[src/rtl/core/wsc_pkg.sv]
// ----------------------------------------------------------------------------
// wsc_pkg
// types and constants shared by the waypoint steering control block
// ----------------------------------------------------------------------------
package wsc_pkg;

	localparam int X_W        = 28;
	localparam int MAX_STAGES = 24;
	localparam int PADDR_W    = 5;
	localparam int PDATA_W    = 32;

	// arctan(2^-i) in units of 2^32 per turn
	localparam logic [31:0] ATAN_TURN32 [MAX_STAGES] = '{
		32'd536870912, 32'd316933406, 32'd167458907, 32'd85004756,
		32'd42667331,  32'd21354465,  32'd10679838,  32'd5340245,
		32'd2670163,   32'd1335087,   32'd667544,    32'd333772,
		32'd166886,    32'd83443,     32'd41722,     32'd20861,
		32'd10430,     32'd5215,      32'd2608,      32'd1304,
		32'd652,       32'd326,       32'd163,       32'd81
	};

	// cordic gain correction, Q0.16
	localparam logic [15:0] DIST_SCALE = 16'd39797;
	localparam logic [31:0] HALF_TURN  = 32'h8000_0000;

	localparam logic [2:0] REG_STOP_DISTANCE  = 3'd0;
	localparam logic [2:0] REG_TURN_THRESHOLD = 3'd1;
	localparam logic [2:0] REG_FORWARD_SPEED  = 3'd2;
	localparam logic [2:0] REG_ROTATE_RATE    = 3'd3;
	localparam logic [2:0] REG_STEER_GAIN     = 3'd4;

	typedef enum logic [1:0] {
		MODE_STOP    = 2'd0,
		MODE_ROTATE  = 2'd1,
		MODE_FORWARD = 2'd2
	} drive_mode_t;

	typedef struct packed {
		logic signed [15:0] pose_x;
		logic signed [15:0] pose_y;
		logic signed [15:0] pose_yaw;
		logic signed [15:0] goal_x;
		logic signed [15:0] goal_y;
	} pose_item_t;

	typedef struct packed {
		logic        [14:0] linear_cmd;
		logic signed [15:0] angular_cmd;
		logic signed [15:0] heading_error;
		drive_mode_t        drive_mode;
		logic               goal_reached;
	} cmd_item_t;

	typedef struct packed {
		logic        [14:0] stop_distance;
		logic        [14:0] turn_threshold;
		logic        [14:0] forward_speed;
		logic signed [15:0] rotate_rate;
		logic        [15:0] steer_gain;
	} wsc_cfg_t;

	typedef struct packed {
		logic signed [X_W-1:0] x;
		logic signed [X_W-1:0] y;
		logic        [31:0]    z;
		logic        [15:0]    yaw;
	} cordic_vec_t;

endpackage

[src/rtl/core/wsc_steer.sv]
// ----------------------------------------------------------------------------
// wsc_steer
// heading error, distance scaling, mode choice and command register
// ----------------------------------------------------------------------------
module wsc_steer import wsc_pkg::*; (
	input  logic        clk,
	input  logic        arst_n,
	input  wsc_cfg_t    cfg,
	input  logic        in_valid,
	output logic        in_ready,
	input  cordic_vec_t in_vec,
	output logic        out_valid,
	input  logic        out_ready,
	output cmd_item_t   out_item
);

	logic [31:0]        z_rnd;
	logic [15:0]        err_c;
	logic [26:0]        xcl_c;

	logic               vld_s1, vld_s2, vld_s3;
	logic               rdy1, rdy2, rdy3;
	logic signed [15:0] err_s1, err_s2;
	logic [26:0]        xcl_s1;
	logic [42:0]        dist_prod_s2;
	logic signed [32:0] steer_prod_s2;
	cmd_item_t          cmd_s3;

	logic [43:0]        dist_sum;
	logic [19:0]        dist_c;
	logic signed [16:0] ang_w;
	logic signed [15:0] ang_sat;
	cmd_item_t          cmd_c;

	assign rdy3     = !vld_s3 || out_ready;
	assign rdy2     = !vld_s2 || rdy3;
	assign rdy1     = !vld_s1 || rdy2;
	assign in_ready = rdy1;

	always_comb begin
		z_rnd = in_vec.z + 32'h0000_8000;
		err_c = z_rnd[31:16] - in_vec.yaw;
		xcl_c = in_vec.x[X_W-1] ? '0 : in_vec.x[26:0];
	end

	always_comb begin
		dist_sum = 44'(dist_prod_s2) + 44'h80_0000;
		dist_c   = dist_sum[43:24];
		ang_w    = steer_prod_s2[32:16];
		if (ang_w[16] != ang_w[15]) begin
			ang_sat = ang_w[16] ? 16'sh8000 : 16'sh7fff;
		end else begin
			ang_sat = ang_w[15:0];
		end
		cmd_c.heading_error = err_s2;
		priority if (dist_c <= {5'd0, cfg.stop_distance}) begin
			cmd_c.drive_mode   = MODE_STOP;
			cmd_c.goal_reached = 1'b1;
			cmd_c.linear_cmd   = '0;
			cmd_c.angular_cmd  = '0;
		end else if (err_s2 > $signed({1'b0, cfg.turn_threshold})) begin
			cmd_c.drive_mode   = MODE_ROTATE;
			cmd_c.goal_reached = 1'b0;
			cmd_c.linear_cmd   = '0;
			cmd_c.angular_cmd  = cfg.rotate_rate;
		end else begin
			cmd_c.drive_mode   = MODE_FORWARD;
			cmd_c.goal_reached = 1'b0;
			cmd_c.linear_cmd   = cfg.forward_speed;
			cmd_c.angular_cmd  = ang_sat;
		end
	end

	always_ff @(posedge clk or negedge arst_n) begin
		if (!arst_n) begin
			vld_s1 <= 1'b0;
			vld_s2 <= 1'b0;
			vld_s3 <= 1'b0;
		end else begin
			if (rdy1) begin
				vld_s1 <= in_valid;
			end
			if (rdy2) begin
				vld_s2 <= vld_s1;
			end
			if (rdy3) begin
				vld_s3 <= vld_s2;
			end
		end
	end

	always_ff @(posedge clk) begin
		if (rdy1 && in_valid) begin
			err_s1 <= err_c;
			xcl_s1 <= xcl_c;
		end
		if (rdy2 && vld_s1) begin
			err_s2        <= err_s1;
			dist_prod_s2  <= 43'(xcl_s1) * 43'(DIST_SCALE);
			steer_prod_s2 <= 33'(err_s1) * $signed({17'd0, cfg.steer_gain});
		end
		if (rdy3 && vld_s2) begin
			cmd_s3 <= cmd_c;
		end
	end

	assign out_valid = vld_s3;
	assign out_item  = cmd_s3;

endmodule

[config.mk]
export PLATFORM = sky130hd
export DESIGN_NAME = wsc_steer
export DESIGN_NICKNAME = d
export VERILOG_FILES = /design/src/rtl/core/wsc_pkg.sv /design/src/rtl/core/wsc_steer.sv
export SDC_FILE = /design/constraint.sdc
export NUM_CORES = 1
export LEC_CHECK = 0
export BUFFER_PORTS_ARGS = -buffer_cell sky130_fd_sc_hd__buf_2
export CORE_MARGIN = 10
export CORE_UTILIZATION = 62
export DETAILED_ROUTE_END_ITERATION = 10
export PLACE_DENSITY = 0.93
export SYNTH_ARGS = -nofsm -noshare
export SYNTH_HDL_FRONTEND = slang
export SYNTH_SLANG_ARGS = --single-unit
[constraint.sdc]
create_clock -name clk -period 18.15 [get_ports clk]
set_clock_uncertainty 0.05 [all_clocks]
set_input_delay 0.9075 -clock clk [delete_from_list [all_inputs] [get_ports clk]]
set_output_delay 0.9075 -clock clk [all_outputs]
set_load 0.02 [all_outputs]
==> impl_metrics.json <==
{
  "hp-class": "input port to async pin",
  "num_rows": 70,
  "grt_usage": 0.251,
  "clock.fmax_mhz": 139,
  "vias": 16300,
  "syn_inst": 2215,
  "place_congestion": 0.924,
  "finalInstanceArea_um2": 25100,
  "drt.antenna.violating_nets": 0,
  "start_util": 0.629,
  "post_cts_buffers": 0,
  "drv_slew": 0,
  "drc": 0,
  "end_kind": "flip-flop",
  "path_class": "flip-flop to flip-flop",
  "tightestPinTransition_ns": 0.975,
  "crit_required_ns": 18.29,
  "synthTopCellsByCount": "inv_1 (531), fa_1 (384), ha_1 (334), nand2_1 (154), edfxtp_1 (146)",
  "finalCritPeriodShare": 0.397,
  "antenna_found_initial": 2,
  "path_clk_slew_ns": 0.08,
  "finalHoldViolCount": 0,
  "synth_area_um2": 23000,
  "synth_edf_count": 146,
  "die_y_um": 213,
  "setup_viol": 0,
  "ys_warn_count": 0,
  "dr.pass1.iters": 6,
  "areaGrowthSynthToFinish_pct": 8.86,
  "use_met3": 0.0446,
  "min_period_ns": 7.21,
  "fin_hold_ws_ns": 0.211,
  "gr-total-overflow": 0,
  "drt-initial-drc-count": 1106,
  "pin_count": 237,
  "drive_gt1_frac": 0.102,
  "synth_cell_types": 60,
  "use_met1": 0.277,
  "gr-usage-met2": 0.463,
  "slew_headroom": 0.348,
  "ys_ff_latch": 149,
  "core_um2": 36600,
  "hold_buffers": 0,
  "avgSynthCellArea_um2": 10.4,
  "place_area_um2": 24400,
  "syn_nets": 3118,
  "nets": 3290,
  "status": "finished, final reports clean",
  "rsz0062_at_grt": "false",
  "clk_path_buf_depth": 2,
  "cts_sinks": 149,
  "routedWlPerCell_um": 18.9,
  "cts_resized": 0,
  "synth_flop_cell": "edfxtp_1",
  "synth.top_cell.area_share": 0.334,
  "synth.top_cells.by_area": "fa_1 (33%), edfxtp_1 (19%), ha_1 (18%)",
  "setup_tns_ns": 0,
  "cap_viol_max_count": 0,
  "cts_tree": "done",
  "ys_seq_area_frac": 0.194,
  "place_hpwl_um": 44200,
  "cp_max_fo": 11,
  "die_area_um2": 45200,
  "clock_latency_ns": 0.44,
  "clock-root-buffer": "clkbuf_16",
  "cts.htree.levels": 4,
  "yosys.area.top_type": "fa_1",
  "async_flop_share": 0.0201,
  "drt-vias-per-instance": 5.67,
  "grt_pass1_vias": 18300,
  "yosysMostFrequentCell": "inv_1",
  "grt_max_degree": 54,
  "cts_buffers": 17,
  "wirelength_um": 54200,
  "die-width_um": 213,
  "start_kind": "flip-flop",
  "top_usage_layer": "met2",
  "portBuffers": 193,
  "grt_pass1_wl_um": 89300,
  "arrival_ns": 7.35
}
## path summary, 6_finish.rpt
| path | start | end | slack [ns] | cells after the start |
|---|---|---|---|---|
| setup / recovery | err_s1[15] | steer_prod_s2[28] | 10.94 | 20 |
| hold / removal | arst_n | vld_s2 | 0.21 | 1 |
| setup reg to reg | err_s1[15] | steer_prod_s2[28] | 10.94 | 20 |
| hold reg to reg | err_s2[12] | out_item[15] | 0.42 | 0 |
| max in group asynchronous | arst_n | vld_s1 | 17.73 | 1 |
| min in group clk | err_s2[12] | out_item[15] | 0.42 | 0 |
## per-layer routing
metal	wire length (µm)	share of wire
met4	2070	0.038
met5	15	0.00028
met3	3270	0.060
met1	19500	0.36
met2	29400	0.54
## placed cells by master (no fill, tap or decap), types with 16 or more instances in the layout
cell type  count
a211oi_1      16
a21o_1        27
a21oi_1       69
and2_1       131
buf_2        193
clkbuf_16     17
edfxtp_1     146
fa_1         384
ha_1         334
inv_1        531
nand2_1      154
nand2b_1      18
nand3_1       26
nor2_1        63
nor2b_1       43
o21ai_0       27
xnor2_1       52
xor2_1        26
## registers in the layout (all words and copies together), names as in the netlist
name and count:
out_item 50, vld_s1 1, vld_s2 1, steer_prod_s2 17
out_valid 1, err_s2 16, err_s1 16, xcl_s1 27
dist_prod_s2 20
## final cells by class
cell class	instances	area (µm²)
multi-input combinational	1491	16400
fill	2550	11500
sequential	149	4460
inverter	531	1990
timing repair buffer	197	996
tap	468	586
clock buffer	17	425
clock inverter	15	189
antenna	1	2.50
## logic make-up after synthesis
family	after synthesis	share of synthesized area
adders and majority gates	718	0.515
buffers and inverters	575	0.0941
and+or+nand+nor	496	0.111
AOI/OAI and AO/OA	197	0.0554
DFF	149	0.194
xor gates and xnor gates	78	0.0297
muxes	2	0.00109
## metrics by stage
step / instances / setup WS [ns] / utilization
final: 2869 / 10.94 / 0.685
after global routing: 2869 / 10.72 / 0.685
after CTS: 2868 / 11.04 / 0.684
after detailed placement: 2836 / 10.77 / 0.668
after global placement: 2836 / 10.91 / 0.668
after floorplan: 2215 / 11.55 / -
## critical path, cell delays in order, from the launching register on
cell	delay, ns
edfxtp_1	0.59
inv_1	0.50
nor2_1	0.19
fa_1	0.56
fa_1	0.54
fa_1	0.53
fa_1	0.54
fa_1	0.55
inv_1	0.05
fa_1	0.53
inv_1	0.04
ha_1	0.34
and4_1	0.24
a211o_1	0.30
o22ai_1	0.23
o21ai_0	0.16
o21ai_0	0.31
or2_2	0.19
nand3b_1	0.17
a31oi_1	0.26
xnor2_1	0.10
Power is left out: the tool's default activity adds up to more than one toggle a clock period on the data nets, which glitch-free logic cannot reach.
