$ cat src/rtl/core/wsc_pkg.sv
// ----------------------------------------------------------------------------
// wsc_pkg
// types and constants shared by the waypoint steering control block
// ----------------------------------------------------------------------------
package wsc_pkg;

	localparam int X_W        = 28;
	localparam int MAX_STAGES = 24;
	localparam int PADDR_W    = 5;
	localparam int PDATA_W    = 32;

	// arctan(2^-i) in units of 2^32 per turn
	localparam logic [31:0] ATAN_TURN32 [MAX_STAGES] = '{
		32'd536870912, 32'd316933406, 32'd167458907, 32'd85004756,
		32'd42667331,  32'd21354465,  32'd10679838,  32'd5340245,
		32'd2670163,   32'd1335087,   32'd667544,    32'd333772,
		32'd166886,    32'd83443,     32'd41722,     32'd20861,
		32'd10430,     32'd5215,      32'd2608,      32'd1304,
		32'd652,       32'd326,       32'd163,       32'd81
	};

	// cordic gain correction, Q0.16
	localparam logic [15:0] DIST_SCALE = 16'd39797;
	localparam logic [31:0] HALF_TURN  = 32'h8000_0000;

	localparam logic [2:0] REG_STOP_DISTANCE  = 3'd0;
	localparam logic [2:0] REG_TURN_THRESHOLD = 3'd1;
	localparam logic [2:0] REG_FORWARD_SPEED  = 3'd2;
	localparam logic [2:0] REG_ROTATE_RATE    = 3'd3;
	localparam logic [2:0] REG_STEER_GAIN     = 3'd4;

	typedef enum logic [1:0] {
		MODE_STOP    = 2'd0,
		MODE_ROTATE  = 2'd1,
		MODE_FORWARD = 2'd2
	} drive_mode_t;

	typedef struct packed {
		logic signed [15:0] pose_x;
		logic signed [15:0] pose_y;
		logic signed [15:0] pose_yaw;
		logic signed [15:0] goal_x;
		logic signed [15:0] goal_y;
	} pose_item_t;

	typedef struct packed {
		logic        [14:0] linear_cmd;
		logic signed [15:0] angular_cmd;
		logic signed [15:0] heading_error;
		drive_mode_t        drive_mode;
		logic               goal_reached;
	} cmd_item_t;

	typedef struct packed {
		logic        [14:0] stop_distance;
		logic        [14:0] turn_threshold;
		logic        [14:0] forward_speed;
		logic signed [15:0] rotate_rate;
		logic        [15:0] steer_gain;
	} wsc_cfg_t;

	typedef struct packed {
		logic signed [X_W-1:0] x;
		logic signed [X_W-1:0] y;
		logic        [31:0]    z;
		logic        [15:0]    yaw;
	} cordic_vec_t;

endpackage

$ cat src/rtl/core/wsc_cordic_stage.sv
// ----------------------------------------------------------------------------
// wsc_cordic_stage
// one registered vectoring micro-rotation
// ----------------------------------------------------------------------------
module wsc_cordic_stage import wsc_pkg::*; #(
	parameter int STAGE = 0
) (
	input  logic        clk,
	input  logic        arst_n,
	input  logic        in_valid,
	output logic        in_ready,
	input  cordic_vec_t in_vec,
	output logic        out_valid,
	input  logic        out_ready,
	output cordic_vec_t out_vec
);

	localparam logic [4:0]  IDX   = 5'(STAGE);
	localparam logic [31:0] ANGLE = ATAN_TURN32[IDX];

	logic signed [X_W-1:0] x, y, xs, ys;
	cordic_vec_t           nxt;
	cordic_vec_t           vec_s1;
	logic                  vld_s1;

	assign in_ready  = !vld_s1 || out_ready;
	assign out_valid = vld_s1;
	assign out_vec   = vec_s1;

	always_comb begin
		x   = in_vec.x;
		y   = in_vec.y;
		xs  = x >>> STAGE;
		ys  = y >>> STAGE;
		nxt = in_vec;
		if (y > 0) begin
			nxt.x = x + ys;
			nxt.y = y - xs;
			nxt.z = in_vec.z + ANGLE;
		end else begin
			nxt.x = x - ys;
			nxt.y = y + xs;
			nxt.z = in_vec.z - ANGLE;
		end
	end

	always_ff @(posedge clk or negedge arst_n) begin
		if (!arst_n) begin
			vld_s1 <= 1'b0;
		end else if (in_ready) begin
			vld_s1 <= in_valid;
		end
	end

	always_ff @(posedge clk) begin
		if (in_ready && in_valid) begin
			vec_s1 <= nxt;
		end
	end

endmodule

$ cat src/rtl/core/wsc_cordic.sv
// ----------------------------------------------------------------------------
// wsc_cordic
// offset forming, half-turn pre-rotation and pipelined cordic vectoring
// ----------------------------------------------------------------------------
module wsc_cordic import wsc_pkg::*; #(
	parameter int STAGES = 16
) (
	input  logic        clk,
	input  logic        arst_n,
	input  logic        in_valid,
	output logic        in_ready,
	input  pose_item_t  in_item,
	output logic        out_valid,
	input  logic        out_ready,
	output cordic_vec_t out_vec
);

	cordic_vec_t           vec [STAGES+1];
	logic [STAGES:0]       vld;
	logic [STAGES:0]       rdy;
	logic signed [16:0]    dx, dy;
	logic signed [X_W-1:0] x0, y0;
	cordic_vec_t           pre;
	cordic_vec_t           pre_s1;
	logic                  pre_vld_s1;

	always_comb begin
		dx      = 17'(in_item.goal_x) - 17'(in_item.pose_x);
		dy      = 17'(in_item.goal_y) - 17'(in_item.pose_y);
		x0      = {{(X_W-25){dx[16]}}, dx, 8'd0};
		y0      = {{(X_W-25){dy[16]}}, dy, 8'd0};
		pre.yaw = in_item.pose_yaw;
		if (x0 < 0) begin
			pre.x = -x0;
			pre.y = -y0;
			pre.z = HALF_TURN;
		end else begin
			pre.x = x0;
			pre.y = y0;
			pre.z = '0;
		end
	end

	assign in_ready = !pre_vld_s1 || rdy[0];

	always_ff @(posedge clk or negedge arst_n) begin
		if (!arst_n) begin
			pre_vld_s1 <= 1'b0;
		end else if (in_ready) begin
			pre_vld_s1 <= in_valid;
		end
	end

	always_ff @(posedge clk) begin
		if (in_ready && in_valid) begin
			pre_s1 <= pre;
		end
	end

	assign vec[0]      = pre_s1;
	assign vld[0]      = pre_vld_s1;
	assign rdy[STAGES] = out_ready;

	for (genvar k = 0; k < STAGES; k++) begin : g_stage
		wsc_cordic_stage #(
			.STAGE(k)
		) u_stage (
			.clk      (clk),
			.arst_n   (arst_n),
			.in_valid (vld[k]),
			.in_ready (rdy[k]),
			.in_vec   (vec[k]),
			.out_valid(vld[k+1]),
			.out_ready(rdy[k+1]),
			.out_vec  (vec[k+1])
		);
	end

	assign out_valid = vld[STAGES];
	assign out_vec   = vec[STAGES];

endmodule

$ cat config.mk
export PLATFORM = sky130hd
export DESIGN_NAME = wsc_cordic
export DESIGN_NICKNAME = d
export VERILOG_FILES = /design/src/rtl/core/wsc_pkg.sv /design/src/rtl/core/wsc_cordic_stage.sv /design/src/rtl/core/wsc_cordic.sv
export SDC_FILE = /design/constraint.sdc
export NUM_CORES = 2
export LEC_CHECK = 0
export BUFFER_PORTS_ARGS = -buffer_cell sky130_fd_sc_hd__buf_2
export CORE_MARGIN = 4
export CORE_UTILIZATION = 38
export CTS_CLUSTER_DIAMETER = 120
export DETAILED_ROUTE_END_ITERATION = 7
export PLACE_DENSITY = 0.52
export RECOVER_POWER = 50
export SLEW_MARGIN = 20
export SYNTH_ARGS = -nofsm -noshare
export SYNTH_HDL_FRONTEND = slang
export SYNTH_SLANG_ARGS = --single-unit
export TNS_END_PERCENT = 10
$ cat constraint.sdc
create_clock -name clk -period 10.6 [get_ports clk]
set_input_delay 2.12 -clock clk [delete_from_list [all_inputs] [get_ports clk]]
set_output_delay 2.12 -clock clk [all_outputs]
set_load 0.03 [all_outputs]
==> impl_metrics.py <==
metrics = {
    "synth": {
        "yosys.cell_types.count": 101,
        "synth_commonest_cells": "edfxtp_1 (1600), ha_1 (1273), xnor2_1 (1166)",
        "synth_seq_cells": 1617,
        "synthArstFlopShare_pct": 1.05,
        "yosysMostFrequentCell": "edfxtp_1",
        "syn-cell-area_mm2": 0.119,
        "synth_area_per_cell_um2": 10.1,
        "synth_area_leaders": "edfxtp_1 (40%), ha_1 (13%), xnor2_1 (8.6%)",
        "ys_warn_count": 0,
        "synthFlopType": "edfxtp_1",
        "syn_inst": 11823,
        "synth_edf_count": 1600,
        "synth_area_leader_cell": "edfxtp_1",
        "synth_top_area_share_pct": 40.3,
        "yosysSeqAreaShare_pct": 40.6,
    },
    "worst_setup_path": {
        "r2r_cells": 26,
        "critPathTopFamily": "buffers and inverters",
        "crit_top_cell": "clkbuf_1",
        "critPathLaunchType": "flop",
        "reg2reg_to": "g_stage[10].u_stage.out_vec[72]",
        "arrival_ns": 9.34,
        "reg2reg_from": "g_stage[9].u_stage.out_vec[58]",
        "max_stage_delay_ns": 1.24,
        "cp-end-kind": "flop",
        "crit_fanout": 33,
        "regToRegSetupSlack_ns": 1.81,
        "crit_buf_inv": 5,
        "crit_required_ns": 11.16,
        "worst-setup-path-type": "flop to flop",
        "cp_slowest_cell": "clkbuf_1",
    },
    "die": {
        "die_y_um": 568,
        "dieArea_mm2": 0.323,
        "rows": 205,
        "initial_core_util_pct": 38.2,
        "die_x_um": 568,
        "num_io_pins": 190,
        "core-area_mm2": 0.312,
    },
    "global_routing": {
        "first_global_vias": 87936,
        "grt_pass1_wl_mm": 490,
        "grt-ovfl-total": 0,
        "grt_max_degree": 76,
        "grt_usage_pct": 18.7,
        "antenna_found_initial": 6,
    },
    "finish": {
        "fin_util_pct": 42.2,
        "drive_gt1_share_pct": 4.66,
        "fillCellCount": 29958,
        "multi_input_area_mm2": 0.0682,
        "syn_to_final_growth_pct": 10.5,
        "regArea_mm2": 0.0485,
        "fin_nets": 13494,
    },
    "cts": {
        "hold_buffers": 0,
        "post_cts_buffers": 0,
        "clk_pin_slew_worst_paths_ns": 0.06,
        "cts_root_buf": "clkbuf_16",
        "cts_buffers": 199,
        "cts_tree": "yes",
        "cts_sinks": 1617,
        "cts_resized": 0,
        "cts_max_path_buffers": 4,
        "cts_htree_levels": 4,
        "clk_latency_ns": 0.89,
    },
    "route": {
        "dr.pass1.iters": 6,
        "maxUsedRoutingLayer": "met4",
        "drc": 0,
        "wl_met3_mm": 11.5,
        "routed_via_density": 5.46,
        "wl_met1_mm": 140,
        "routedWlPerCell_um": 19.1,
        "dr_wl_met2_mm": 152,
        "dr.first_iter.drc_count": 6103,
        "wl_mm": 313,
        "final_antenna_net_count": 0,
        "dr_total_vias": 89519,
    },
    "status": {
        "violations": "max-capacitance violations, max-slew violations",
        "outcome": "complete, but fails checks",
    },
    "timing": {
        "post-route-period-util_pct": 82.9,
        "slew_violations": 1534,
        "clock.fmax_ghz": 0.114,
        "hold_viol": 0,
        "worst_slack_ns": 1.81,
        "min_period_ns": 8.79,
        "setup_tns_ns": 0,
        "finalSetupViolCount": 0,
        "relSlewSlack_pct": -150,
        "finalClockSkew_ns": 0.0887,
        "tightest_slew_ns": 3.76,
        "grt_setup_unrepaired": "no",
    },
    "hold_path": {
        "holdPathStages": 0,
        "hold_path_class": "flop to flop",
        "hp-start": "g_stage[1].u_stage.out_vec[0]",
        "holdPathEnd": "g_stage[2].u_stage.out_vec[0]",
    },
    "place": {
        "gp_congestion": 0.894,
        "pre_cts_slack_ns": 3.14,
        "hpwl_mm": 249,
        "numPortBuffers": 188,
    },
    "flow_run": {
        "drv_cap": 35,
    },
}
-- cells by family after synthesis --
logic type / after synthesis / share of synthesized area, %
buf+inv: 721 / 2.30
other cells: 1 / 0.00314
compound gates: 3380 / 17.9
simple gates: 3106 / 12.7
flops: 1617 / 40.6
mux: 38 / 0.335
fa+ha+maj: 1316 / 14.1
xor+xnor: 1644 / 12.1
-- worst register-to-register path: cells and delay by family (launching register included) --
| family | cells | cell delay [ns] |
|---|---|---|
| adder cells (fa/ha/maj) | 2 | 0.52 |
| buffers and inverters | 5 | 3.12 |
| flip-flops | 1 | 0.52 |
| XOR/XNOR | 2 | 0.37 |
| AND/OR/NAND/NOR | 8 | 1.75 |
| AO/OA/AOI/OAI | 9 | 2.25 |
-- cells in the final DEF, fill, tap and decap left out, types with 91 or more instances in the layout --
master,Yosys,routed
o31ai_1,139,139
inv_1,529,529
xnor2_1,1166,1166
clkbuf_1,153,178
a31oi_1,98,94
and3_1,91,91
nor2b_1,151,145
xor2_1,478,478
o21bai_1,194,194
nand3_1,202,202
nor3_1,279,280
nor2_1,943,940
nand2_1,686,686
o21ai_0,720,720
o41ai_1,96,96
nor4_1,95,96
ha_1,1273,1273
nand2b_1,180,180
or3_1,107,107
o21a_1,185,185
clkbuf_16,0,202
a21oi_1,1052,1049
a211oi_1,92,92
edfxtp_1,1600,1600
a21o_1,412,412
-- routing by layer --
metal / vias up / GRT usage (%)
met5: - / 0
met4: 0 / 5.50
met3: 466 / 1.89
met2: 1742 / 32.7
met1: 42823 / 24.3
li1: 44488 / -
-- per-stage QoR --
| step | instances | cell area (µm²) | hold slack (ns) |
|---|---|---|---|
| 6_report | 16400 | 132000 | 0.401 |
| 2_1_floorplan | 11826 | 119000 | 0.400 |
| 5_1_grt | 16398 | 132000 | 0.397 |
| 3_3_place_gp | 16035 | 125000 | 0.401 |
| 4_1_cts | 16396 | 132000 | 0.385 |
| 3_5_place_dp | 16035 | 125000 | 0.405 |
-- layout make-up --
class	instances	area share [%]
clock buffers	247	4.02
flip-flops and latches	1617	36.8
repair buffers	250	0.868
well taps	4140	3.93
diodes	4	0.00759
inverters	540	1.54
clock inverters	114	1.11
multi-input cells	9488	51.8
-- state kept, by name, indices dropped and copies added, names as in the netlist --
signal                     flops
pre_vld_s1                     1
g_stage.u_stage.out_vec     1543
g_stage.u_stage.out_valid     16
pre_s1                        57
-- worst max path at each step --
stage                                   start                              end  slack (ns)  cells after the start
3_3_place_gp   g_stage[6].u_stage.out_vec[57]   g_stage[7].u_stage.out_vec[74]        3.22                     24
3_5_place_dp   g_stage[6].u_stage.out_vec[58]   g_stage[7].u_stage.out_vec[74]        3.14                     24
2_1_floorplan                       out_ready    g_stage[3].u_stage.out_vec[0]        2.70                      6
4_1_cts        g_stage[6].u_stage.out_vec[58]   g_stage[7].u_stage.out_vec[74]        3.11                     24
5_1_grt        g_stage[9].u_stage.out_vec[58]  g_stage[10].u_stage.out_vec[72]        1.29                     26
6_report       g_stage[9].u_stage.out_vec[58]  g_stage[10].u_stage.out_vec[72]        1.81                     26
Power is not shown: default switching activity piles up to over one toggle a cycle in this logic, so the estimate is an artifact.
