<file path="src/rtl/core/wsc_pkg.sv">
// ----------------------------------------------------------------------------
// wsc_pkg
// types and constants shared by the waypoint steering control block
// ----------------------------------------------------------------------------
package wsc_pkg;

	localparam int X_W        = 28;
	localparam int MAX_STAGES = 24;
	localparam int PADDR_W    = 5;
	localparam int PDATA_W    = 32;

	// arctan(2^-i) in units of 2^32 per turn
	localparam logic [31:0] ATAN_TURN32 [MAX_STAGES] = '{
		32'd536870912, 32'd316933406, 32'd167458907, 32'd85004756,
		32'd42667331,  32'd21354465,  32'd10679838,  32'd5340245,
		32'd2670163,   32'd1335087,   32'd667544,    32'd333772,
		32'd166886,    32'd83443,     32'd41722,     32'd20861,
		32'd10430,     32'd5215,      32'd2608,      32'd1304,
		32'd652,       32'd326,       32'd163,       32'd81
	};

	// cordic gain correction, Q0.16
	localparam logic [15:0] DIST_SCALE = 16'd39797;
	localparam logic [31:0] HALF_TURN  = 32'h8000_0000;

	localparam logic [2:0] REG_STOP_DISTANCE  = 3'd0;
	localparam logic [2:0] REG_TURN_THRESHOLD = 3'd1;
	localparam logic [2:0] REG_FORWARD_SPEED  = 3'd2;
	localparam logic [2:0] REG_ROTATE_RATE    = 3'd3;
	localparam logic [2:0] REG_STEER_GAIN     = 3'd4;

	typedef enum logic [1:0] {
		MODE_STOP    = 2'd0,
		MODE_ROTATE  = 2'd1,
		MODE_FORWARD = 2'd2
	} drive_mode_t;

	typedef struct packed {
		logic signed [15:0] pose_x;
		logic signed [15:0] pose_y;
		logic signed [15:0] pose_yaw;
		logic signed [15:0] goal_x;
		logic signed [15:0] goal_y;
	} pose_item_t;

	typedef struct packed {
		logic        [14:0] linear_cmd;
		logic signed [15:0] angular_cmd;
		logic signed [15:0] heading_error;
		drive_mode_t        drive_mode;
		logic               goal_reached;
	} cmd_item_t;

	typedef struct packed {
		logic        [14:0] stop_distance;
		logic        [14:0] turn_threshold;
		logic        [14:0] forward_speed;
		logic signed [15:0] rotate_rate;
		logic        [15:0] steer_gain;
	} wsc_cfg_t;

	typedef struct packed {
		logic signed [X_W-1:0] x;
		logic signed [X_W-1:0] y;
		logic        [31:0]    z;
		logic        [15:0]    yaw;
	} cordic_vec_t;

endpackage

</file>
<file path="src/rtl/core/wsc_regs.sv">
// ----------------------------------------------------------------------------
// wsc_regs
// configuration registers behind the apb-style port
// ----------------------------------------------------------------------------
module wsc_regs import wsc_pkg::*; (
	input  logic               clk,
	input  logic               arst_n,
	input  logic               psel,
	input  logic               penable,
	input  logic               pwrite,
	input  logic [PADDR_W-1:0] paddr,
	input  logic [PDATA_W-1:0] pwdata,
	output logic [PDATA_W-1:0] prdata,
	output logic               pready,
	output wsc_cfg_t           cfg
);

	wsc_cfg_t   cfg_q;
	logic       wr_en;
	logic [2:0] idx;

	assign pready = 1'b1;
	assign wr_en  = psel && penable && pwrite;
	assign idx    = paddr[PADDR_W-1:2];
	assign cfg    = cfg_q;

	always_ff @(posedge clk or negedge arst_n) begin
		if (!arst_n) begin
			cfg_q.stop_distance  <= 15'd64;
			cfg_q.turn_threshold <= 15'd1820;
			cfg_q.forward_speed  <= 15'd26;
			cfg_q.rotate_rate    <= 16'sd26;
			cfg_q.steer_gain     <= 16'd922;
		end else if (wr_en) begin
			unique case (idx)
				REG_STOP_DISTANCE:  cfg_q.stop_distance  <= pwdata[14:0];
				REG_TURN_THRESHOLD: cfg_q.turn_threshold <= pwdata[14:0];
				REG_FORWARD_SPEED:  cfg_q.forward_speed  <= pwdata[14:0];
				REG_ROTATE_RATE:    cfg_q.rotate_rate    <= $signed(pwdata[15:0]);
				REG_STEER_GAIN:     cfg_q.steer_gain     <= pwdata[15:0];
				default: ;
			endcase
		end
	end

	always_comb begin
		unique case (idx)
			REG_STOP_DISTANCE:  prdata = {17'd0, cfg_q.stop_distance};
			REG_TURN_THRESHOLD: prdata = {17'd0, cfg_q.turn_threshold};
			REG_FORWARD_SPEED:  prdata = {17'd0, cfg_q.forward_speed};
			REG_ROTATE_RATE:    prdata = {16'd0, cfg_q.rotate_rate};
			REG_STEER_GAIN:     prdata = {16'd0, cfg_q.steer_gain};
			default:            prdata = '0;
		endcase
	end

endmodule

</file>
<file path="config.mk">
export PLATFORM = sky130hd
export DESIGN_NAME = wsc_regs
export DESIGN_NICKNAME = d
export VERILOG_FILES = /design/src/rtl/core/wsc_pkg.sv /design/src/rtl/core/wsc_regs.sv
export SDC_FILE = /design/constraint.sdc
export NUM_CORES = 1
export LEC_CHECK = 0
export BUFFER_PORTS_ARGS = -buffer_cell sky130_fd_sc_hd__buf_2
export CORE_MARGIN = 4
export CORE_UTILIZATION = 48
export DETAILED_ROUTE_END_ITERATION = 7
export PLACE_DENSITY = 0.9
export SLEW_MARGIN = 20
export SYNTH_ARGS = -nofsm -noshare
export SYNTH_HDL_FRONTEND = slang
export SYNTH_SLANG_ARGS = --single-unit
export TNS_END_PERCENT = 10
</file>
<file path="constraint.sdc">
create_clock -name clk -period 1.85 [get_ports clk]
set_input_delay 0.185 -clock clk [delete_from_list [all_inputs] [get_ports clk]]
set_output_delay 0.185 -clock clk [all_outputs]
set_load 0.02 [all_outputs]
</file>
==> results of run 1 <==
==> metal layers <==
metal  vias to the layer above  global-route usage [%]
met5                         -                       0
met4                         0                   6.991
met3                        11                   5.160
met2                       130                   39.43
met1                      1368                   28.38
li1                       1223                       -
==> area by class of cell <==
| type | instances | area [um^2] |
|---|---|---|
| clock buffer | 10 | 127.6 |
| inverter | 1 | 3.754 |
| fill | 595 | 2666 |
| sequential | 77 | 1951 |
| clock inverter | 6 | 112.6 |
| multi-input combinational | 171 | 1592 |
| tap | 99 | 123.9 |
| timing repair buffer | 142 | 793.3 |
==> critical path: stages (launching register included) <==
cell and delay (ns):
sky130_fd_sc_hd__dfrtp_1 0.42, sky130_fd_sc_hd__mux2_2 0.27, sky130_fd_sc_hd__a32oi_1 0.18, sky130_fd_sc_hd__o21ai_0 0.12, sky130_fd_sc_hd__buf_2 0.17
==> worst max-delay path by stage <==
stage                         from   endpoint  slack [ns]  cells past startpoint
after floorplan           paddr[2]  prdata[0]        0.17                      5
after global placement    paddr[2]  prdata[7]        0.23                      6
after detailed placement  paddr[2]  prdata[7]        0.23                      6
after CTS                  cfg[39]  prdata[7]        0.13                      4
after global routing       cfg[39]  prdata[7]        0.06                      4
final                      cfg[39]  prdata[7]        0.17                      4
==> power groups by stage <==
stage	registers (mW)	clock network [mW]	logic (mW)
2_1_floorplan	2.73	0	0.621
3_3_place_gp	2.33	0	1.58
3_5_place_dp	2.36	0	1.62
4_1_cts	2.33	1.55	1.63
5_1_grt	2.38	1.63	1.73
6_report	2.33	1.52	1.61
==> through the flow <==
| stage | hold WS, ns | util, % | instances | worst slack, ns |
|---|---|---|---|---|
| after global placement | 0.2327 | 60.42 | 489 | 0.2350 |
| after floorplan | -0.1106 | - | 283 | 0.1665 |
| final | 0.08912 | 63.82 | 506 | 0.1741 |
| after detailed placement | 0.2556 | 60.42 | 489 | 0.2338 |
| after CTS | 0.07769 | 63.82 | 506 | 0.1299 |
| after global routing | 0.07860 | 63.82 | 506 | 0.06330 |
==> logic make-up after synthesis <==
group,share of synthesized area (%)
AOI/OAI and AO/OA,8.784
other,0.2028
buffers and inverters,6.216
and+or+nand+nor,3.142
DFF,52.67
muxes,28.99
==> cell usage in the layout (no fill, tap or decap), types with 2 or more instances in the layout <==
master,n
sky130_fd_sc_hd__a22oi_1,14
sky130_fd_sc_hd__a32oi_1,15
sky130_fd_sc_hd__and3_1,2
sky130_fd_sc_hd__buf_2,115
sky130_fd_sc_hd__buf_4,25
sky130_fd_sc_hd__bufinv_16,3
sky130_fd_sc_hd__clkbuf_8,9
sky130_fd_sc_hd__clkinv_4,2
sky130_fd_sc_hd__conb_1,17
sky130_fd_sc_hd__dfrtp_1,58
sky130_fd_sc_hd__dfstp_2,19
sky130_fd_sc_hd__mux2_2,82
sky130_fd_sc_hd__mux2_4,10
sky130_fd_sc_hd__nand2_1,2
sky130_fd_sc_hd__nor2_1,2
sky130_fd_sc_hd__nor2b_1,3
sky130_fd_sc_hd__o21ai_0,16
==> qor.txt, run 1 <==
=====================================================================================
Clk slew on worst S/H paths ............................................      0.08 ns
Max FFs per register ...................................................           77
Placed standard-cell area ..............................................    4453 um^2
Status ................................................................. complete, no violations
Clock latency on the worst-skew pair ...................................      0.34 ns
Relative contribution of sequential cells to total power ...............        42.7%
Total CTS buffers ......................................................            9
Routed Antenna Nets ....................................................            0
Max-capacitance violation count ........................................            0
Post-synthesis register bit count ......................................           77
Routed length on met3 ..................................................       806 um
Die height .............................................................     95.84 um
Initial core utilization ...............................................       50.25%
Via count ..............................................................         2732
Path category of the worst min-delay check ............................. input pin to register
Layout cells sized above 1 .............................................       66.58%
Clock root buffer ...................................................... sky130_fd_sc_hd__clkbuf_8
Count of buffers added by post-CTS timing repair for setup .............            0
Switching portion of total power .......................................       33.41%
Worst-case hold path end point .........................................      cfg[31]
Share of power burned in the clock network .............................        27.9%
Max-slew violations ....................................................            0
Proportion of synthesized chip area in sequential cells ................       52.67%
Fraction of synthesis flops using an asynchronous set or reset pin .....       100.0%
Number of synthesized flops with an enable pin .........................            0
Worst clock skew .......................................................         0 ns
Path depth of the worst reg2reg path ...................................            1
Post-Layout Inst Area ..................................................    4703 um^2
RSZ-0062 raised after global routing ...................................        false
Final period utilization ...............................................       90.59%
Worst reg2reg path startpoint ..........................................      cfg[44]
Most frequent cell after synthesis ..................................... sky130_fd_sc_hd__mux2_2
DIE AREA ...............................................................    9185 um^2
Number of port buffers .................................................          116
Required time worst endpoint ...........................................      1.66 ns
Detailed-routing iteration count for the pre-antenna-repair pass .......            4
Hold buffers post-CTS ..................................................            1
Area of the placeable core .............................................    7370 um^2
Clock Sink Count .......................................................           77
Number of vias per cell ................................................        5.399
Half-perimeter wire length of the detailed placement result ............      7191 um
FMAX ...................................................................   0.5967 GHz
Comb power frac ........................................................        29.4%
Antenna violations before repair .......................................            0
Leakage power ..........................................................     2.364 nW
Synthesized area per cell ..............................................   13.82 um^2
Worst-path fanout max ..................................................            3
Max VDD drop ...........................................................    0.6037 mV
Overall overflow remaining after global route ..........................            0
Post-Route Setup TNS ...................................................         0 ns
Overall power of the completed layout ..................................     5.466 mW
Global router's overall resource usage .................................       22.80%
Post-synthesis cell count ..............................................          268
Horizontal die dimension ...............................................     95.84 um
Vias in the first global route .........................................         2883
Sort of element at the end of the critical path ........................  output port
Cell count of the worst hold path ......................................            2
Detailed-route wire length on metal 1 ..................................      4102 um
Number of hold-slack violations in the final timing report .............            0
Maximum number of pins on one net before global-route repair ...........           49
Io pins ................................................................          152
Top cell type's share of synthesized area ..............................       39.19%
Worst-margin pin slew ..................................................    0.6380 ns
Relative slew margins ..................................................       57.47%
Max clock buf depth ....................................................            2
Count of routing violations after the opening detailed-route iteration .          159
Data arrival time of the critical path .................................      1.49 ns
Most common library cells after synthesis .............................. sky130_fd_sc_hd__mux2_2, sky130_fd_sc_hd__dfrtp_1, sky130_fd_sc_hd__dfstp_2
Synth area leader ...................................................... sky130_fd_sc_hd__dfrtp_1
Number of nets in the finished design ..................................          444
Yosys warning count ....................................................            0
Post-synthesis instance area ...........................................    3704 um^2
Met2 wire len ..........................................................      4968 um
Power Dens Cells ....................................................... 1162 nW/um^2
Reg-to-reg slack, setup ................................................      1.05 ns
Crit path time final ...................................................     1.676 ns
Diodes inserted ........................................................            0
Routed length per instance .............................................     19.76 um
Area added between synthesis and finish ................................       26.99%
Wire length of the first global-routing pass ...........................     15480 um
Kind of launch point of the worst setup path ...........................     register
Count of cells resized by post-cts repair ..............................            0
Internal power .........................................................     3.640 mW
Core Rows ..............................................................           31
Critical path start-end classification ................................. register to output port
Cell variety after synth ...............................................           26
Most area-consuming cells after synthesis .............................. sky130_fd_sc_hd__dfrtp_1, sky130_fd_sc_hd__mux2_2, sky130_fd_sc_hd__dfstp_2
Final setup violation count ............................................            0
CTS tree ...............................................................        built
Post-detailed-routing wire length ......................................      9999 um
Routability congestion estimate from global placement ..................       0.7771
Net switching power of the design ......................................     1.826 mW
Number of remaining DRC errors .........................................            0
Launch point of the worst hold path ....................................   pwdata[15]
Most instantiated flip-flop cell in the synthesis netlist .............. sky130_fd_sc_hd__dfrtp_1
RR Endpoint ............................................................      cfg[44]
Count of H-tree levels built during CTS ................................            3
Uppermost metal layer occupied by signal nets ..........................         met4
=====================================================================================
No activity file was read; power rests on OpenSTA's default activity.
==> run 2: changes to the inputs <==
- CELL_PAD_IN_SITES_DETAIL_PLACEMENT: unset -> 1
- CELL_PAD_IN_SITES_GLOBAL_PLACEMENT: unset -> 2
- CORE_MARGIN: 4 -> unset
- CORE_UTILIZATION: 48 -> 31
- PLACE_DENSITY: 0.9 -> 0.91
==> qor.txt, run 2 (same netlist as run 1, synthesis figures left out) <==
=====================================================================================
Placed standard-cell area ..............................................    4526 um^2
Half-perimeter wire length of the detailed placement result ............      8078 um
Routed length per instance .............................................     20.51 um
Worst-case hold path end point .........................................      cfg[31]
Crit path time final ...................................................     1.665 ns
Total CTS buffers ......................................................            9
Final period utilization ...............................................       89.98%
Vias in the first global route .........................................         3004
Maximum number of pins on one net before global-route repair ...........           40
Number of standard cells in the final layout excluding fillers .........          551
Global router's overall resource usage .................................       19.11%
Worst slack, placed ....................................................    0.1816 ns
Final setup violation count ............................................            0
Routed Antenna Nets ....................................................            0
Wire length of the first global-routing pass ...........................     17820 um
Initial core utilization ...............................................       32.16%
Number of port buffers .................................................          116
Leakage power ..........................................................     2.429 nW
Kind of launch point of the worst setup path ...........................     register
Reg area ...............................................................    1951 um^2
Max clock buf depth ....................................................            2
Count of filler cells inserted in the layout ...........................         1239
Count of H-tree levels built during CTS ................................            3
Clock root buffer ...................................................... sky130_fd_sc_hd__clkbuf_16
Worst clock skew .......................................................         0 ns
Path category of the worst min-delay check ............................. input pin to register
Worst hold margin ......................................................   0.09881 ns
Cell count of the worst hold path ......................................            2
Layout cells sized above 1 .............................................       67.65%
Comb power frac ........................................................        26.5%
Relative slew margins ..................................................       63.91%
Hold buffers post-CTS ..................................................            1
Antenna violations before repair .......................................            0
FMAX ...................................................................   0.6008 GHz
Max-capacitance violation count ........................................            0
Io pins ................................................................          152
Share of power burned in the clock network .............................        35.1%
Post-Route Setup TNS ...................................................         0 ns
Number of remaining DRC errors .........................................           25
Status ................................................................. complete, but fails checks
Most frequent standard cell in the layout excluding fill and tap cells . sky130_fd_sc_hd__buf_2
Data arrival time of the critical path .................................      1.48 ns
CTS tree ...............................................................        built
Horizontal die dimension ...............................................     111.3 um
Required time worst endpoint ...........................................      1.66 ns
Routability congestion estimate from global placement ..................       0.7535
Internal power .........................................................     4.204 mW
Count of buffers added by post-CTS timing repair for setup .............            0
Clock Sink Count .......................................................           77
RR Endpoint ............................................................      cfg[24]
Area of the placeable core .............................................   11520 um^2
Count of cells resized by post-cts repair ..............................            0
Sort of element at the end of the critical path ........................  output port
Number of nets in the finished design ..................................          445
Cells along the critical path .......................................... mux2_2 -> a32oi_1 -> o21ai_0 -> buf_2
Final worst slack ......................................................    0.1854 ns
Cell class contributing the biggest share of worst-path delay ..........   flip-flops
Violated checks ........................................................ design-rule violations
Worst reg2reg path startpoint ..........................................      cfg[24]
Number of vias per cell ................................................        5.016
Path depth of the worst reg2reg path ...................................            1
Overall overflow remaining after global route ..........................            0
Relative contribution of sequential cells to total power ...............        38.4%
Max stage delay cell, worst path ....................................... sky130_fd_sc_hd__dfrtp_1
Via count ..............................................................         2764
Reg-to-reg slack, setup ................................................      1.03 ns
Critical path start-end classification ................................. register to output port
Net switching power of the design ......................................     1.912 mW
Post-detailed-routing wire length ......................................     11300 um
Max VDD drop ...........................................................    0.6392 mV
Area added between synthesis and finish ................................       32.26%
Switching portion of total power .......................................       31.26%
Worst-path fanout max ..................................................            3
Launch point of the worst hold path ....................................   pwdata[15]
Clock latency on the worst-skew pair ...................................      0.33 ns
Max FFs per register ...................................................           77
Number of hold-slack violations in the final timing report .............            0
Longest individual stage delay on the worst path .......................      0.41 ns
Count of routing violations after the opening detailed-route iteration .          103
DIE AREA ...............................................................   12390 um^2
Max-slew violations ....................................................            0
Number of buffers and inverters on the critical path ...................            1
Core Rows ..............................................................           39
Clk slew on worst S/H paths ............................................      0.06 ns
RSZ-0062 raised after global routing ...................................        false
Post-Layout Inst Area ..................................................    4898 um^2
Power Dens Cells ....................................................... 1248 nW/um^2
Worst-margin pin slew ..................................................    0.5413 ns
Diodes inserted ........................................................            0
Number of placed cells counting well taps ..............................          534
Leading cell types in the layout, fill and taps excluded ............... sky130_fd_sc_hd__buf_2, sky130_fd_sc_hd__mux2_2, sky130_fd_sc_hd__dfrtp_1, sky130_fd_sc_hd__buf_4, sky130_fd_sc_hd__dfstp_2
Area of the multi-input gates ..........................................    1602 um^2
Die height .............................................................     111.3 um
Detailed-routing iteration count for the pre-antenna-repair pass .......            6
=====================================================================================
[run 2: changes by cell type in the layout (fill, tap and decap cells not counted), sizes merged]
cell / previous run / this run
inv: 1 / 2
clkinv: 3 / 1
bufinv: 3 / 4
buf: 141 / 142
[run 2: worst max path at each step]
stage,from,end,slack [ns],cells after the start
after floorplan,paddr[2],prdata[0],0.17,5
after global placement,paddr[4],cfg[69],0.22,5
after detailed placement,paddr[4],cfg[71],0.18,5
after CTS,cfg[27],prdata[11],0.16,4
after global routing,cfg[23],prdata[7],0.12,4
final,cfg[21],prdata[5],0.19,4
[run 2: power by group through the flow]
| stage | sequential, mW | clock [mW] | combinational, mW |
|---|---|---|---|
| global placement | 2.35 | 0 | 1.59 |
| CTS | 2.35 | 2.20 | 1.64 |
| global route | 2.40 | 2.25 | 1.73 |
| floorplan | 2.73 | 0 | 0.621 |
| finish | 2.35 | 2.15 | 1.62 |
| detailed placement | 2.38 | 0 | 1.63 |
[run 2: stage by stage]
| stage | total power, mW | util, % |
|---|---|---|
| floorplan | 3.355 | - |
| detailed placement | 4.009 | 39.30 |
| CTS | 6.195 | 42.54 |
| global route | 6.384 | 42.54 |
| finish | 6.116 | 42.54 |
| global placement | 3.938 | 39.30 |
[run 2: area by class of cell]
type	count	share of cell area [%]
Clock buffer	10	4.674
Clock inverter	6	2.733
Inverter	1	0.07663
Multi-Input combinational cell	171	32.69
Sequential cell	77	39.82
Tap cell	143	3.653
Timing Repair Buffer	143	16.35
[run 2: routing by layer]
layer	global-route usage, %	up-vias	share of wire [%]
met5	0	-	0
met3	4.866	9	5.5
met1	23.72	1429	42
met2	32.88	92	51
li1	-	1234	-
met4	5.315	0	1.1
